==> src/rtl/core/dgps_pkg.sv <==
`default_nettype none

package dgps_pkg;

    localparam int unsigned YEAR_W    = 14;
    localparam int unsigned MONTH_W   = 4;
    localparam int unsigned DAY_W     = 5;
    localparam int unsigned STATUS_W  = 2;
    localparam int unsigned DOY_W     = 9;
    localparam int unsigned WEEK_W    = 19;
    localparam int unsigned WDAY_W    = 3;
    localparam int unsigned ABS_W     = 23;
    localparam int unsigned ELAPSED_W = 22;
    localparam int unsigned CENT_W    = 8;

    localparam logic [STATUS_W-1:0] STATUS_OK      = 2'd0;
    localparam logic [STATUS_W-1:0] STATUS_INVALID = 2'd1;
    localparam logic [STATUS_W-1:0] STATUS_EARLY   = 2'd2;

    localparam logic [YEAR_W-1:0]  MAX_YEAR  = 14'd9999;
    localparam logic [MONTH_W-1:0] MONTH_JAN = 4'd1;
    localparam logic [MONTH_W-1:0] MONTH_FEB = 4'd2;
    localparam logic [MONTH_W-1:0] MONTH_DEC = 4'd12;

    // floor(x / 100) == (x * CENT_RECIP) >> CENT_SHIFT for x < 2**14
    localparam logic [12:0] CENT_RECIP = 13'd5243;
    localparam int unsigned CENT_SHIFT = 19;
    localparam int unsigned PROD_W     = YEAR_W + 13;

    // floor(x / 7) == (x * WEEK_RECIP) >> WEEK_SHIFT for x < 2**22
    localparam logic [22:0] WEEK_RECIP = 23'd4793491;
    localparam int unsigned WEEK_SHIFT = 25;
    localparam int unsigned WPROD_W    = ELAPSED_W + 23;

    localparam logic [ABS_W-1:0] DAYS_PER_YEAR = 23'd365;
    // days before 1 january 1980 counted from year 1, plus six
    localparam logic [ABS_W-1:0] EPOCH_ABS     = 23'd722820;

    typedef struct packed {
        logic [YEAR_W-1:0]  year;
        logic [MONTH_W-1:0] month;
        logic [DAY_W-1:0]   day;
    } date_t;

    typedef struct packed {
        logic [STATUS_W-1:0] status;
        logic [DOY_W-1:0]    day_of_year;
        logic [WEEK_W-1:0]   gps_week;
        logic [WDAY_W-1:0]   gps_day;
    } gps_t;

    typedef struct packed {
        logic [STATUS_W-1:0]  status;
        logic [DOY_W-1:0]     day_of_year;
        logic [ELAPSED_W-1:0] elapsed;
    } span_t;

    function automatic logic [DAY_W-1:0] month_days(input logic [MONTH_W-1:0] m,
                                                   input logic leap);
        logic [DAY_W-1:0] d;
        begin
            case (m)
                4'd2:                       d = leap ? 5'd29 : 5'd28;
                4'd4, 4'd6, 4'd9, 4'd11:    d = 5'd30;
                default:                    d = 5'd31;
            endcase
            return d;
        end
    endfunction

    function automatic logic [DOY_W-1:0] month_offset(input logic [MONTH_W-1:0] m);
        logic [DOY_W-1:0] o;
        begin
            case (m)
                4'd2:    o = 9'd31;
                4'd3:    o = 9'd59;
                4'd4:    o = 9'd90;
                4'd5:    o = 9'd120;
                4'd6:    o = 9'd151;
                4'd7:    o = 9'd181;
                4'd8:    o = 9'd212;
                4'd9:    o = 9'd243;
                4'd10:   o = 9'd273;
                4'd11:   o = 9'd304;
                4'd12:   o = 9'd334;
                default: o = 9'd0;
            endcase
            return o;
        end
    endfunction

endpackage

`default_nettype wire

==> src/rtl/core/date_to_gps_week_day_core.sv <==
`default_nettype none

// Gregorian date to GPS week and day. One date word is taken on every clock
// at which start is high; busy never rises. Each result word appears on
// result with done high once its date has passed register stages a to e,
// in order, one cycle each, and must be captured then. The register stages
// a to e lie around the two reciprocal multiplies (by 1/100 for the
// leap-year count, by 1/7 for the week split). Status says whether the date
// is valid and on or after 6 January 1980; week and day are zero otherwise.
module date_to_gps_week_day_core (
    input  wire logic            clk,
    input  wire logic            rst_n,
    input  wire logic            start,
    output logic                 busy,
    input  wire dgps_pkg::date_t date,
    output logic                 done,
    output dgps_pkg::gps_t       result
);
    import dgps_pkg::*;

    logic  span_valid;
    span_t span;

    assign busy = 1'b0;

    dgps_span u_span (
        .clk        (clk),
        .rst_n      (rst_n),
        .in_valid   (start),
        .date       (date),
        .span_valid (span_valid),
        .span       (span)
    );

    // stage d: week quotient
    logic                  d_valid_reg;
    logic [STATUS_W-1:0]   d_status_reg;
    logic [DOY_W-1:0]      d_doy_reg;
    logic [WEEK_W-1:0]     d_week_reg, d_week_next;
    logic [WDAY_W-1:0]     d_low_reg;
    logic [WPROD_W-1:0]    d_prod;

    always_comb
    begin
        d_prod      = {23'd0, span.elapsed} * {{ELAPSED_W{1'b0}}, WEEK_RECIP};
        d_week_next = d_prod[WEEK_SHIFT +: WEEK_W];
    end

    always_ff @(posedge clk or negedge rst_n)
    begin
        if (!rst_n)
        begin
            d_valid_reg <= 1'b0;
        end
        else
        begin
            d_valid_reg <= span_valid;
        end
    end

    always_ff @(posedge clk)
    begin
        d_status_reg <= span.status;
        d_doy_reg    <= span.day_of_year;
        d_week_reg   <= d_week_next;
        d_low_reg    <= span.elapsed[WDAY_W-1:0];
    end

    // stage e: day within week from the low bits
    logic                  e_valid_reg;
    gps_t                  e_result_reg, e_result_next;
    logic [WDAY_W-1:0]     e_q7;

    always_comb
    begin
        e_q7                        = WDAY_W'({d_week_reg[WDAY_W-1:0], 3'd0}
                                              - {3'd0, d_week_reg[WDAY_W-1:0]});
        e_result_next.status        = d_status_reg;
        e_result_next.day_of_year   = d_doy_reg;
        e_result_next.gps_week      = d_week_reg;
        e_result_next.gps_day       = d_low_reg - e_q7;
    end

    always_ff @(posedge clk or negedge rst_n)
    begin
        if (!rst_n)
        begin
            e_valid_reg <= 1'b0;
        end
        else
        begin
            e_valid_reg <= d_valid_reg;
        end
    end

    always_ff @(posedge clk)
    begin
        e_result_reg <= e_result_next;
    end

    assign done   = e_valid_reg;
    assign result = e_result_reg;

    a_latency: assert property (@(posedge clk) disable iff (!rst_n)
        start |-> ##5 done)
        else $error("result word missing five cycles after start");

    a_no_extra: assert property (@(posedge clk) disable iff (!rst_n)
        done |-> $past(start, 5))
        else $error("result word without a date word");

    a_zero_week: assert property (@(posedge clk) disable iff (!rst_n)
        done && (result.status != STATUS_OK) |->
            (result.gps_week == '0) && (result.gps_day == '0))
        else $error("week or day nonzero on error status");

    a_weekday: assert property (@(posedge clk) disable iff (!rst_n)
        done |-> (result.gps_day <= 3'd6) && (result.status != 2'd3))
        else $error("day of week or status out of range");

    a_invalid_doy: assert property (@(posedge clk) disable iff (!rst_n)
        done && (result.status == STATUS_INVALID) |-> (result.day_of_year == '0))
        else $error("ordinal day nonzero on invalid date");

endmodule

`default_nettype wire

==> src/rtl/core/dgps_span.sv <==
`default_nettype none

module dgps_span (
    input  wire logic          clk,
    input  wire logic          rst_n,
    input  wire logic          in_valid,
    input  wire dgps_pkg::date_t date,
    output logic               span_valid,
    output dgps_pkg::span_t    span
);
    import dgps_pkg::*;

    // stage a: range checks and century quotient of year - 1
    logic                  a_valid_reg;
    logic                  a_ok_reg,    a_ok_next;
    logic [YEAR_W-1:0]     a_p_reg,     a_p_next;
    logic [MONTH_W-1:0]    a_month_reg;
    logic [DAY_W-1:0]      a_day_reg;
    logic [CENT_W-1:0]     a_cent_reg,  a_cent_next;
    logic [PROD_W-1:0]     a_prod;

    always_comb
    begin
        a_p_next    = date.year - 14'd1;
        a_prod      = {13'd0, a_p_next} * {{YEAR_W{1'b0}}, CENT_RECIP};
        a_cent_next = a_prod[CENT_SHIFT +: CENT_W];
        a_ok_next   = (date.year != '0) && (date.year <= MAX_YEAR)
                   && (date.month >= MONTH_JAN) && (date.month <= MONTH_DEC)
                   && (date.day != '0);
    end

    always_ff @(posedge clk or negedge rst_n)
    begin
        if (!rst_n)
        begin
            a_valid_reg <= 1'b0;
        end
        else
        begin
            a_valid_reg <= in_valid;
        end
    end

    always_ff @(posedge clk)
    begin
        a_ok_reg    <= a_ok_next;
        a_p_reg     <= a_p_next;
        a_month_reg <= date.month;
        a_day_reg   <= date.day;
        a_cent_reg  <= a_cent_next;
    end

    // stage b: leap year, day check, ordinal day, days before the year
    logic                  b_valid_reg;
    logic                  b_ok_reg,  b_ok_next;
    logic [DOY_W-1:0]      b_doy_reg, b_doy_next;
    logic [ABS_W-1:0]      b_dby_reg, b_dby_next;
    logic [YEAR_W-1:0]     b_rem100;
    logic                  b_leap;

    always_comb
    begin
        b_rem100   = a_p_reg - YEAR_W'({a_cent_reg, 6'd0} + {a_cent_reg, 5'd0}
                                       + {a_cent_reg, 2'd0});
        // year = p + 1 is leap when p mod 4 is 3, unless it ends a century
        // that is not a multiple of 400
        b_leap     = (a_p_reg[1:0] == 2'd3)
                  && ((b_rem100 != 14'd99) || (a_cent_reg[1:0] == 2'd3));
        b_ok_next  = a_ok_reg && (a_day_reg <= month_days(a_month_reg, b_leap));
        b_doy_next = month_offset(a_month_reg) + {4'd0, a_day_reg}
                   + {8'd0, b_leap && (a_month_reg > MONTH_FEB)};
        if (!b_ok_next)
        begin
            b_doy_next = '0;
        end
        b_dby_next = {9'd0, a_p_reg} * DAYS_PER_YEAR
                   + {11'd0, a_p_reg[YEAR_W-1:2]}
                   - {15'd0, a_cent_reg}
                   + {17'd0, a_cent_reg[CENT_W-1:2]};
    end

    always_ff @(posedge clk or negedge rst_n)
    begin
        if (!rst_n)
        begin
            b_valid_reg <= 1'b0;
        end
        else
        begin
            b_valid_reg <= a_valid_reg;
        end
    end

    always_ff @(posedge clk)
    begin
        b_ok_reg  <= b_ok_next;
        b_doy_reg <= b_doy_next;
        b_dby_reg <= b_dby_next;
    end

    // stage c: absolute day and distance from the epoch
    logic                  c_valid_reg;
    span_t                 c_span_reg, c_span_next;
    logic [ABS_W-1:0]      c_abs;
    logic [ABS_W-1:0]      c_diff;

    always_comb
    begin
        c_abs                   = b_dby_reg + {14'd0, b_doy_reg};
        c_diff                  = c_abs - EPOCH_ABS;
        c_span_next.day_of_year = b_doy_reg;
        c_span_next.elapsed     = '0;
        if (!b_ok_reg)
        begin
            c_span_next.status = STATUS_INVALID;
        end
        else if (c_abs < EPOCH_ABS)
        begin
            c_span_next.status = STATUS_EARLY;
        end
        else
        begin
            c_span_next.status  = STATUS_OK;
            c_span_next.elapsed = c_diff[ELAPSED_W-1:0];
        end
    end

    always_ff @(posedge clk or negedge rst_n)
    begin
        if (!rst_n)
        begin
            c_valid_reg <= 1'b0;
        end
        else
        begin
            c_valid_reg <= b_valid_reg;
        end
    end

    always_ff @(posedge clk)
    begin
        c_span_reg <= c_span_next;
    end

    assign span_valid = c_valid_reg;
    assign span       = c_span_reg;

endmodule

`default_nettype wire
==> config.mk <==
export PLATFORM = sky130hd
export DESIGN_NAME = date_to_gps_week_day_core
export DESIGN_NICKNAME = d
export VERILOG_FILES = /design/src/rtl/core/dgps_pkg.sv /design/src/rtl/core/date_to_gps_week_day_core.sv /design/src/rtl/core/dgps_span.sv
export SDC_FILE = /design/constraint.sdc
export NUM_CORES = 1
export LEC_CHECK = 0
export BUFFER_PORTS_ARGS = -buffer_cell sky130_fd_sc_hd__buf_2
export CAP_MARGIN = 20
export CORE_MARGIN = 5
export CORE_UTILIZATION = 45
export CTS_CLUSTER_SIZE = 25
export DETAILED_ROUTE_END_ITERATION = 10
export PLACE_DENSITY_LB_ADDON = 0.12
export SETUP_SLACK_MARGIN = 0.02
export SLEW_MARGIN = 25
export SYNTH_ARGS = -nofsm -noshare
export SYNTH_HDL_FRONTEND = slang
export SYNTH_HIERARCHICAL = 1
export SYNTH_SLANG_ARGS = --single-unit
==> constraint.sdc <==
create_clock -name clk -period 11.1 [get_ports clk]
set_clock_uncertainty 0.2 [all_clocks]
set_input_delay 0.555 -clock clk [delete_from_list [all_inputs] [get_ports clk]]
set_output_delay 0.555 -clock clk [all_outputs]
set_load 0.02 [all_outputs]
Word level (Yosys, flattened, before mapping). Memories as Yosys holds them, arrays and structs flattened. A register that Yosys moved wholly into a read port is not among the register bits. Cells that the tools add are included.

Bits in read-only memories: 144. Word-level logic and storage cells: 71. Output and inout bits: 35. Memories: 1. Register bits after elaboration: 169. Input bits: 26.

Memories: (no name shown) (depth 16, bits a word 9, read ports 1, clocked after Yosys merged registers in 1, wr ports 0, RTL line dgps_pkg.sv:74) `case (m)`.

Add/subtract/negate cells: 13. Magnitude comparators: 6. Multiplexer cells: 3. $mul: 3. Equal/unequal tests: 8. Bitwise gates (word level): 1. Reduce and logical (&&, ||, !) cells: 12.

Operators with widths (count): multiplier 22 x 23 -> 44 bit (second input constant) (1); multiplier 14 x 13 -> 27 bit (second input constant) (1); adder 23 x 12 -> 23 bit (1); adder 23 x 6 -> 23 bit (1); adder 23 x 9 -> 23 bit (1); < comparator 23 x 20 -> 1 bit (second input constant) (1); multiplier 14 x 9 -> 23 bit (second input constant) (1); subtractor 23 x 8 -> 23 bit (1); subtractor 22 x 20 -> 22 bit (second input constant) (1); adder 14 x 10 -> 14 bit (1); adder 14 x 13 -> 14 bit (1); <= comparator 14 bit (second input constant) (1); inequality test 14 x 7 -> 1 bit (second input constant) (1); nonzero test 14 bit (1); subtractor 14 x 1 -> 14 bit (second input constant) (1); subtractor 14 bit (1); one-hot mux 5 bit (2 select lines) (1); adder 9 x 1 -> 9 bit (1); adder 9 x 5 -> 9 bit (1); equality test 4 x 3 -> 1 bit (second input constant) (2); equality test 4 bit (second input constant) (2); logical AND 1 bit (7); <= comparator 5 bit (1); nonzero test 5 bit (1); 13 further kinds (14).

Logic depth before layout (Yosys ltp). Gate-level depths: netlist (run 1).

Word-level depth: 10. Mapped depth: 27. Depth with buffers taken out: 27.

Cells and area by module. The synthesis (run 1) kept the hierarchy.

Modules (own cells, without submodules): dgps_span (cells an instance 1263, times used 1, area an instance 12344.3 um^2, seq. area each 2217.1 um^2); date_to_gps_week_day_core (cells an instance 754, times used 1, area an instance 7618.6 um^2, seq. area each 1371.3 um^2).

Worst setup path after synthesis (run 1). Ideal clock, no wire load.

Path type: input port to flip-flop. Start point: input port date[10] (netlist name). End point: register u_span.a_cent_reg[6]. Required time: 10.782 ns. Stages on the path: 27. Data arrival time: 6.534 ns. Buffers on the path: 0. Slack: 4.248 ns. Setup time: 0.118 ns. Cell sequence: inv_1 > ha_1 > a21boi_0 > nand2_1 > or3_1 > or3_1 > xor2_1 > inv_1 > fa_1 > ha_1 > inv_1 > fa_1 > inv_1 > fa_1 > inv_1 > fa_1 > inv_1 > ha_1 > o211ai_1 > a211oi_1 > a41oi_1 > a31oi_1 > o2111ai_1 > a311oi_1 > o21a_1 > nor2_1 > xnor2_1.

Word-level cells in the longest chain between the ends: 2.

RTL lines: start, declared (RTL line date_to_gps_week_day_core.sv:15) `input wire dgps_pkg::date_t date,`; subtractor 14 x 1 -> 14 bit (RTL line dgps_span.sv:24) `a_p_next = date.year - 14'd1;`; net u_span.a_p_next[9] (RTL line dgps_span.sv:16) `logic [YEAR_W-1:0] a_p_reg, a_p_next;`; multiplier 14 x 13 -> 27 bit (RTL line dgps_span.sv:25) `a_prod = {13'd0, a_p_next} * {{YEAR_W{1'b0}}, CENT_RECIP};`; net u_span.a_prod[25] (RTL line dgps_span.sv:20) `logic [PROD_W-1:0] a_prod;`; end signal, assigned (RTL line dgps_span.sv:50) `a_cent_reg <= a_cent_next;`; end, declared (RTL line dgps_span.sv:19) `logic [CENT_W-1:0] a_cent_reg, a_cent_next;`.

The timed path passes the listed nets, and every way through them passes these cells. A chain may end at the register's enable or synchronous reset.

Worst setup path in the final report (run 1). Ends and elaborated chain as after synthesis.

==> results by group, run 1 <==
Status
  – Status: finished, final reports clean

Clocking
  – Hold buffers post-CTS: 7
  – Total CTS buffers: 17
  – Post-CTS Setup Bufs: 0
  – CTS tree: done
  – Clock latency on the worst-skew pair: between 0.4 and 0.5 ns
  – CTS Sinks: about 180
  – H-tree Lvls: 4
  – Clk slew on worst S/H paths: roughly 0.070 ns
  – Clk buf depth: 2
  – CTS root buf: clkbuf_16
  – CTS resizes: 0

Placed design
  – RD Place Congestion: ~0.84
  – Post-Place Setup Slack: between 3 and 4 ns
  – Placement Cell Area: 20,900 um^2
  – IO buf count: 59
  – Post-DP HPWL: ~36,000 um

STA
  – Setup TNS: 0 ns
  – RSZ-0062 raised after global routing: false
  – Slew at the pin closest to its max-slew limit: between 0.8 and 0.9 ns
  – Slew headroom: 0.409
  – Final setup margin: between 3 and 4 ns
  – Fmax: between 0.1 and 0.15 GHz
  – Final Max Slew Viols: 0
  – Crit path time final: just over 7 ns
  – Setup violators final: 0
  – Final hold violations: 0
  – Final period utilization: 0.649

Detailed routing
  – Vias: around 13k
  – Wire per inst: approximately 15 um
  – Routed Wire Length: roughly 41,000 um
  – Number of DRC markers in iteration 0: a little over 500
  – Drt via density: slightly below 5
  – Residual DRC: 0
  – Drt first pass iters: 5
  – Post-DRT Antenna Nets: 0

Finish
  – Antenna cells: 0
  – Filler Cells Inserted: approximately 4.2k
  – Fraction of layout cells with a size suffix above 1: 0.0545
  – Register area: about 3600 um^2
  – Multi-input combinational cell area: ~15,000 um^2
  – Final instance area: 21,600 um^2
  – Final net count: around 2.8k
  – Area growth, synth to finish: 8.08%

Global route
  – GR Util All Layers: 0.185
  – Largest net degree at the start of global routing: 21
  – Global-route wire length before repair: between 70,000 and 80,000 um
  – Vias in the first global route: 14.5k
  – Total gr overflow: 0
  – Initial antenna violation count: 0

Die
  – Die X: 221 um
  – Number of I/O pins: 61
  – Rows: 77
  – Die area: a little under 50,000 um^2
  – Die Height: 221 um
  – Total core area: 44,000 um^2
  – Initial Utilization: 0.453

Setup path
  – CP startpoint kind: primary input
  – Critical path endpoint category: flop
  – Largest stage delay on the critical path: around 0.53 ns
  – Crit path launch: date[10]
  – Slowest-stage cell, CP: fa_1
  – CP required: 11.27 ns
  – CP Data Arrival Time: between 7 and 8 ns
  – Critical path class: primary input to flop
  – CP dominant cell by count: inv_1
  – FF-to-FF Start: u_span/span[20]
  – Crit path max fanout: 4

Synthesis
  – Synth area leader: ha_1
  – Most common cell in the netlist: inv_1
  – Largest cells by area after synthesis: ha_1 26%, fa_1 25%, dfxtp_1 17%, inv_1 8.5%, xnor2_1 3.2%
  – Seq cells post-synth: 178
  – Cells after Synth: about 2.0k
  – Mapped Area: around 20,000 um^2
  – Main synth FF type: dfxtp_1
  – EDFF count, synth: 0
  – Warnings, synthesis: 6
  – Post-Syn Nets: roughly 2.7k
  – Yosys top cell area share: 0.258
  – Post-synth ARST share: 0.0281
  – Cell variety after synth: 80
  – Mapped Avg Cell Area: just under 10 um^2
  – Sequential share of the synthesized area: 0.180
  – Top cells by instance count after synthesis: 450 x inv_1, 412 x ha_1, 248 x fa_1

Worst hold path
  – HP Class: primary input to flop
  – Min-delay src: date[5]

Run
  – Max Cap Viol: 0
critical path, delay by kind of cell:
family / cells / cell delay (ns)
buf+inv: 7 / 0.65
simple gates: 4 / 0.92
fa+ha+maj: 7 / 2.76
xor+xnor: 2 / 0.58
compound gates: 8 / 1.88
final timing paths:
path	cells after the start	end	slack [ns]
worst min-delay path	1	u_span/a_month_reg[0]	0.06
worst max register to register	21	d_week_reg[14]	4.70
max in group asynchronous	2	u_span/span_valid	10.36
worst min register to register	0	result[26]	0.12
min in group asynchronous	2	done	0.22
worst max-delay path	28	u_span/a_cent_reg[6]	3.89
cell usage in the layout, fill, tap and decap left out, types with 12 or more instances in the layout:
cell type,n
a21oi_1,75
nand2_1,53
xnor2_1,71
a211oi_1,14
o21a_1,16
nor2b_1,14
nand3_1,33
clkbuf_16,18
fa_1,248
nand2b_1,12
buf_2,59
nor2_1,89
nor3_1,26
ha_1,412
nand4_1,19
o21ai_0,55
xor2_1,35
dfxtp_1,173
a21o_1,25
inv_1,450
through the flow:
stage | instances | utilization | hold WS [ns]
finish | 2683 | 0.490 | 0.0560
global route | 2683 | 0.490 | 0.0280
CTS | 2683 | 0.490 | 0.0179
detailed placement | 2645 | 0.475 | 0.112
global placement | 2645 | 0.475 | 0.110
floorplan | 2017 | - | 0.0594
per-layer routing:
metal / up-vias / wire, um / global-route usage
met5: - / 0 / 0
met2: 189 / 20800 / 0.329
li1: 6715 / - / -
met3: 65 / 1330 / 0.0387
met1: 6360 / 17700 / 0.221
met4: 0 / 1600 / 0.0713
final cells by class:
cell class	count	share of cell area
well taps	592	0.0343
multi-input cells	1365	0.676
flip-flops and latches	178	0.166
repair buffers	67	0.0173
inverters	450	0.0783
clock buffers	18	0.0209
clock inverters	13	0.00719
kinds of logic after synthesis:
logic type,after synthesis,synth area share
AOI/OAI and AO/OA,280,0.0936
xor gates and xnor gates,107,0.0469
adders and majority gates,660,0.507
buffers and inverters,474,0.0903
DFF,178,0.180
muxes,6,0.00307
other,1,0.000188
and+or+nand+nor,311,0.0792
Power of run 1 is not shown: default switching activity piles up to over one toggle a cycle in this logic, so the estimate is an artifact.
==> inputs of run 2 (changes only) <==
ABC_AREA = 1   (was not set)
clock period = 6.3 ns   (was 11.1 ns; I/O delays follow)
==> run 2 against run 1 <==
  * Routed wire length increased by 22%
  * Synthesized area increased by 9.5%
  * Clock-buffer cell count increased by 2
  * Non-clock buffer count increased by 14
  * Cell count increased by 27%
  * First-iteration DRC count increased by 26%
  * Cell area increased by 9.8%
  * Synthesized cell count increased by 32%
  * Setup slack got worse by 3.3 ns
  * Sequential cell count unchanged
  * Hold slack got worse by 0.014 ns
  * Global-route usage increased by 1.4 points
  * Largest cell class unchanged
==> results by group, run 2 <==
Status
  – Status: finished, final reports clean

Global route
  – Largest net degree at the start of global routing: 23 (+9.5%)
  – Global-route wire length before repair: 85,300 um (+19%)
  – Vias in the first global route: 17.2k (+19%)
  – Total gr overflow: 0 (unchanged)
  – Initial antenna violation count: 4 (+4)
  – GR Util All Layers: 0.200 (+0.0141)

Synthesis
  – Largest cells by area after synthesis: ha_1 24%, fa_1 23%, dfxtp_1 16%, inv_1 11%, nand2_1 8.7%
  – Warnings, synthesis: 6 (unchanged)
  – Most common cell in the netlist: inv_1
  – Cell variety after synth: 44 (-45%)
  – Sequential share of the synthesized area: 0.164 (-0.0156)
  – Post-Syn Nets: 3,355 (+24%)
  – EDFF count, synth: 0 (unchanged)
  – Mapped Area: 21,900 um^2 (+9.5%)
  – Yosys top cell area share: 0.236 (-0.0224)
  – Post-synth ARST share: 0.0281 (unchanged)
  – Mapped Avg Cell Area: 8.19 um^2 (-17%)
  – Synth area leader: ha_1
  – Cells after Synth: 2,669 (+32%)
  – Main synth FF type: dfxtp_1
  – Top cells by instance count after synthesis: 649 x inv_1, 504 x nand2_1, 412 x ha_1
  – Seq cells post-synth: 178 (unchanged)

Die
  – Number of I/O pins: 61 (unchanged)
  – Die X: 230 um (+4.4%)
  – Die Height: 230 um (+4.4%)
  – Die area: 53,100 um^2 (+9.1%)
  – Initial Utilization: 0.456 (+0.00259)
  – Total core area: 47,900 um^2 (+8.9%)
  – Rows: 80 (+3.9%)

Finish
  – Fraction of layout cells with a size suffix above 1: 0.0731 (+0.0186)
  – Most frequent cells in the layout: 649 x inv_1, 504 x nand2_1, 412 x ha_1
  – Most common cell after layout, fill and taps aside: inv_1
  – Final net count: 3,450 (+25%)
  – Area growth, synth to finish: 8.40%
  – Filler Cells Inserted: 4,715 (+13%)

STA
  – Slew headroom: 0.605 (+0.196)
  – Slew at the pin closest to its max-slew limit: 0.591 ns (-0.288 ns)
  – Setup violators final: 0 (unchanged)
  – Crit path time final: between 5 and 6 ns
  – Fmax: around 0.18 GHz
  – Final period utilization: 0.903
  – Setup TNS: 0 ns (unchanged)
  – Final Max Slew Viols: 0 (unchanged)
  – Final hold violations: 0 (unchanged)
  – RSZ-0062 raised after global routing: false

Detailed routing
  – Drt first pass iters: 5 (unchanged)
  – Drt via density: 4.82 (-2.9%)
  – Residual DRC: 0 (unchanged)
  – Routed Wire Length: 50,500 um (+22%)
  – Number of DRC markers in iteration 0: 643 (+26%)
  – Vias: 16.4k (+23%)
  – Post-DRT Antenna Nets: 0 (unchanged)
  – Wire per inst: 14.9 um (-3.5%)

Setup path
  – Critical path class: primary input to flop
  – Slowest-stage cell, CP: fa_1
  – Largest stage delay on the critical path: 0.55 ns (+0.02 ns)
  – Critical path endpoint category: flop
  – CP dominant cell by count: inv_1
  – CP Data Arrival Time: 5.89 ns (-1.48 ns)
  – CP delay by family, top: adder cells
  – Worst Path Buf+Inv: 6 (-1)
  – Crit path max fanout: 7 (+3)
  – CP required: 6.50 ns (-4.77 ns)
  – CP startpoint kind: primary input

Clocking
  – Total CTS buffers: 17 (unchanged)
  – H-tree Lvls: 4 (unchanged)
  – CTS root buf: clkbuf_16
  – CTS Sinks: 178 (unchanged)
  – CTS tree: done
  – CTS resizes: 0 (unchanged)
  – Clock latency on the worst-skew pair: 0.48 ns (about the same)
  – Clk buf depth: 2 (unchanged)
  – Clk slew on worst S/H paths: 0.07 ns (about the same)

Placed design
  – RD Place Congestion: 0.911 (+8.3%)
  – IO buf count: 59 (unchanged)
  – Post-DP HPWL: 45,600 um (+26%)

Run
  – Max Cap Viol: 0 (unchanged)

Worst hold path
  – HP Class: primary input to flop
==> run 2: cell types whose count changed after synthesis, sizes merged, moves of 15 or more <==
cell | before | now
nand2 | 53 | 532
inv | 450 | 655
nor2 | 89 | 187
nand3 | 34 | 115
xnor2 | 72 | 23
a21oi | 75 | 112
a21o | 25 | 2
nor2b | 15 | 0
==> run 2: stage by stage <==
step / std cells / cell area, um^2 / utilization / setup slack, ns / hold slack, ns
after floorplan: 2669 / 21900 / - / 0.472 / -0.181
after global placement: 3348 / 23000 / 0.479 / 0.327 / -0.0699
after detailed placement: 3348 / 23000 / 0.479 / 0.140 / -0.0653
after CTS: 3392 / 23700 / 0.494 / 0.568 / 0.00941
after global routing: 3393 / 23700 / 0.494 / 0.208 / 0.0404
final: 3394 / 23700 / 0.494 / 0.611 / 0.0423
==> run 2: final timing paths <==
path	from	slack (ns)	depth (start not counted)	end
setup / recovery	date[10]	0.61	25	u_span/a_cent_reg[4]
setup reg to reg	u_span/span[20]	0.62	22	d_week_reg[15]
hold reg to reg	d_week_reg[3]	0.12	0	result[6]
hold / removal	date[9]	0.04	3	u_span/a_p_reg[0]
min in group asynchronous	rst_n	0.53	3	done
max in group asynchronous	rst_n	5.18	3	u_span/a_valid_reg
==> run 2: per-layer routing <==
layer | up-vias | wire (um) | GRT usage
met2 | 214 | 25200 | 0.359
li1 | 8400 | - | -
met1 | 7672 | 22400 | 0.246
met3 | 78 | 1320 | 0.0257
met4 | 0 | 1610 | 0.0712
met5 | - | 0 | 0
==> run 2: layout make-up <==
| cell class | instances | area, um^2 | share of cell area |
|---|---|---|---|
| clock inverters | 12 | 139 | 0.00586 |
| repair buffers | 81 | 490 | 0.0207 |
| multi-input cells | 1830 | 15800 | 0.665 |
| flip-flops and latches | 178 | 3590 | 0.151 |
| clock buffers | 20 | 478 | 0.0202 |
| inverters | 656 | 2460 | 0.104 |
| well taps | 615 | 769 | 0.0325 |
| diodes | 2 | 5.00 | 0.000211 |
==> run 2: what timing repair did <==
| item | in CTS | in global routing |
|---|---|---|
| buffers inserted | 0 | 0 |
| endpoints found under the hold margin | 21 | 0 |
| hold buffers | 12 | 0 |
==> run 2: worst min-delay path: stages <==
cell and delay, ns:
buf_2 0.12, inv_1 0.07, buf_4 0.16
==> run 2: cells by family after synthesis <==
| group | synth area share |
|---|---|
| other cells | 0.000172 |
| simple gates | 0.181 |
| buf+inv | 0.115 |
| compound gates | 0.0535 |
| flops | 0.164 |
| xor+xnor | 0.0236 |
| fa+ha+maj | 0.463 |
Power of run 2 is left out for the same reason.
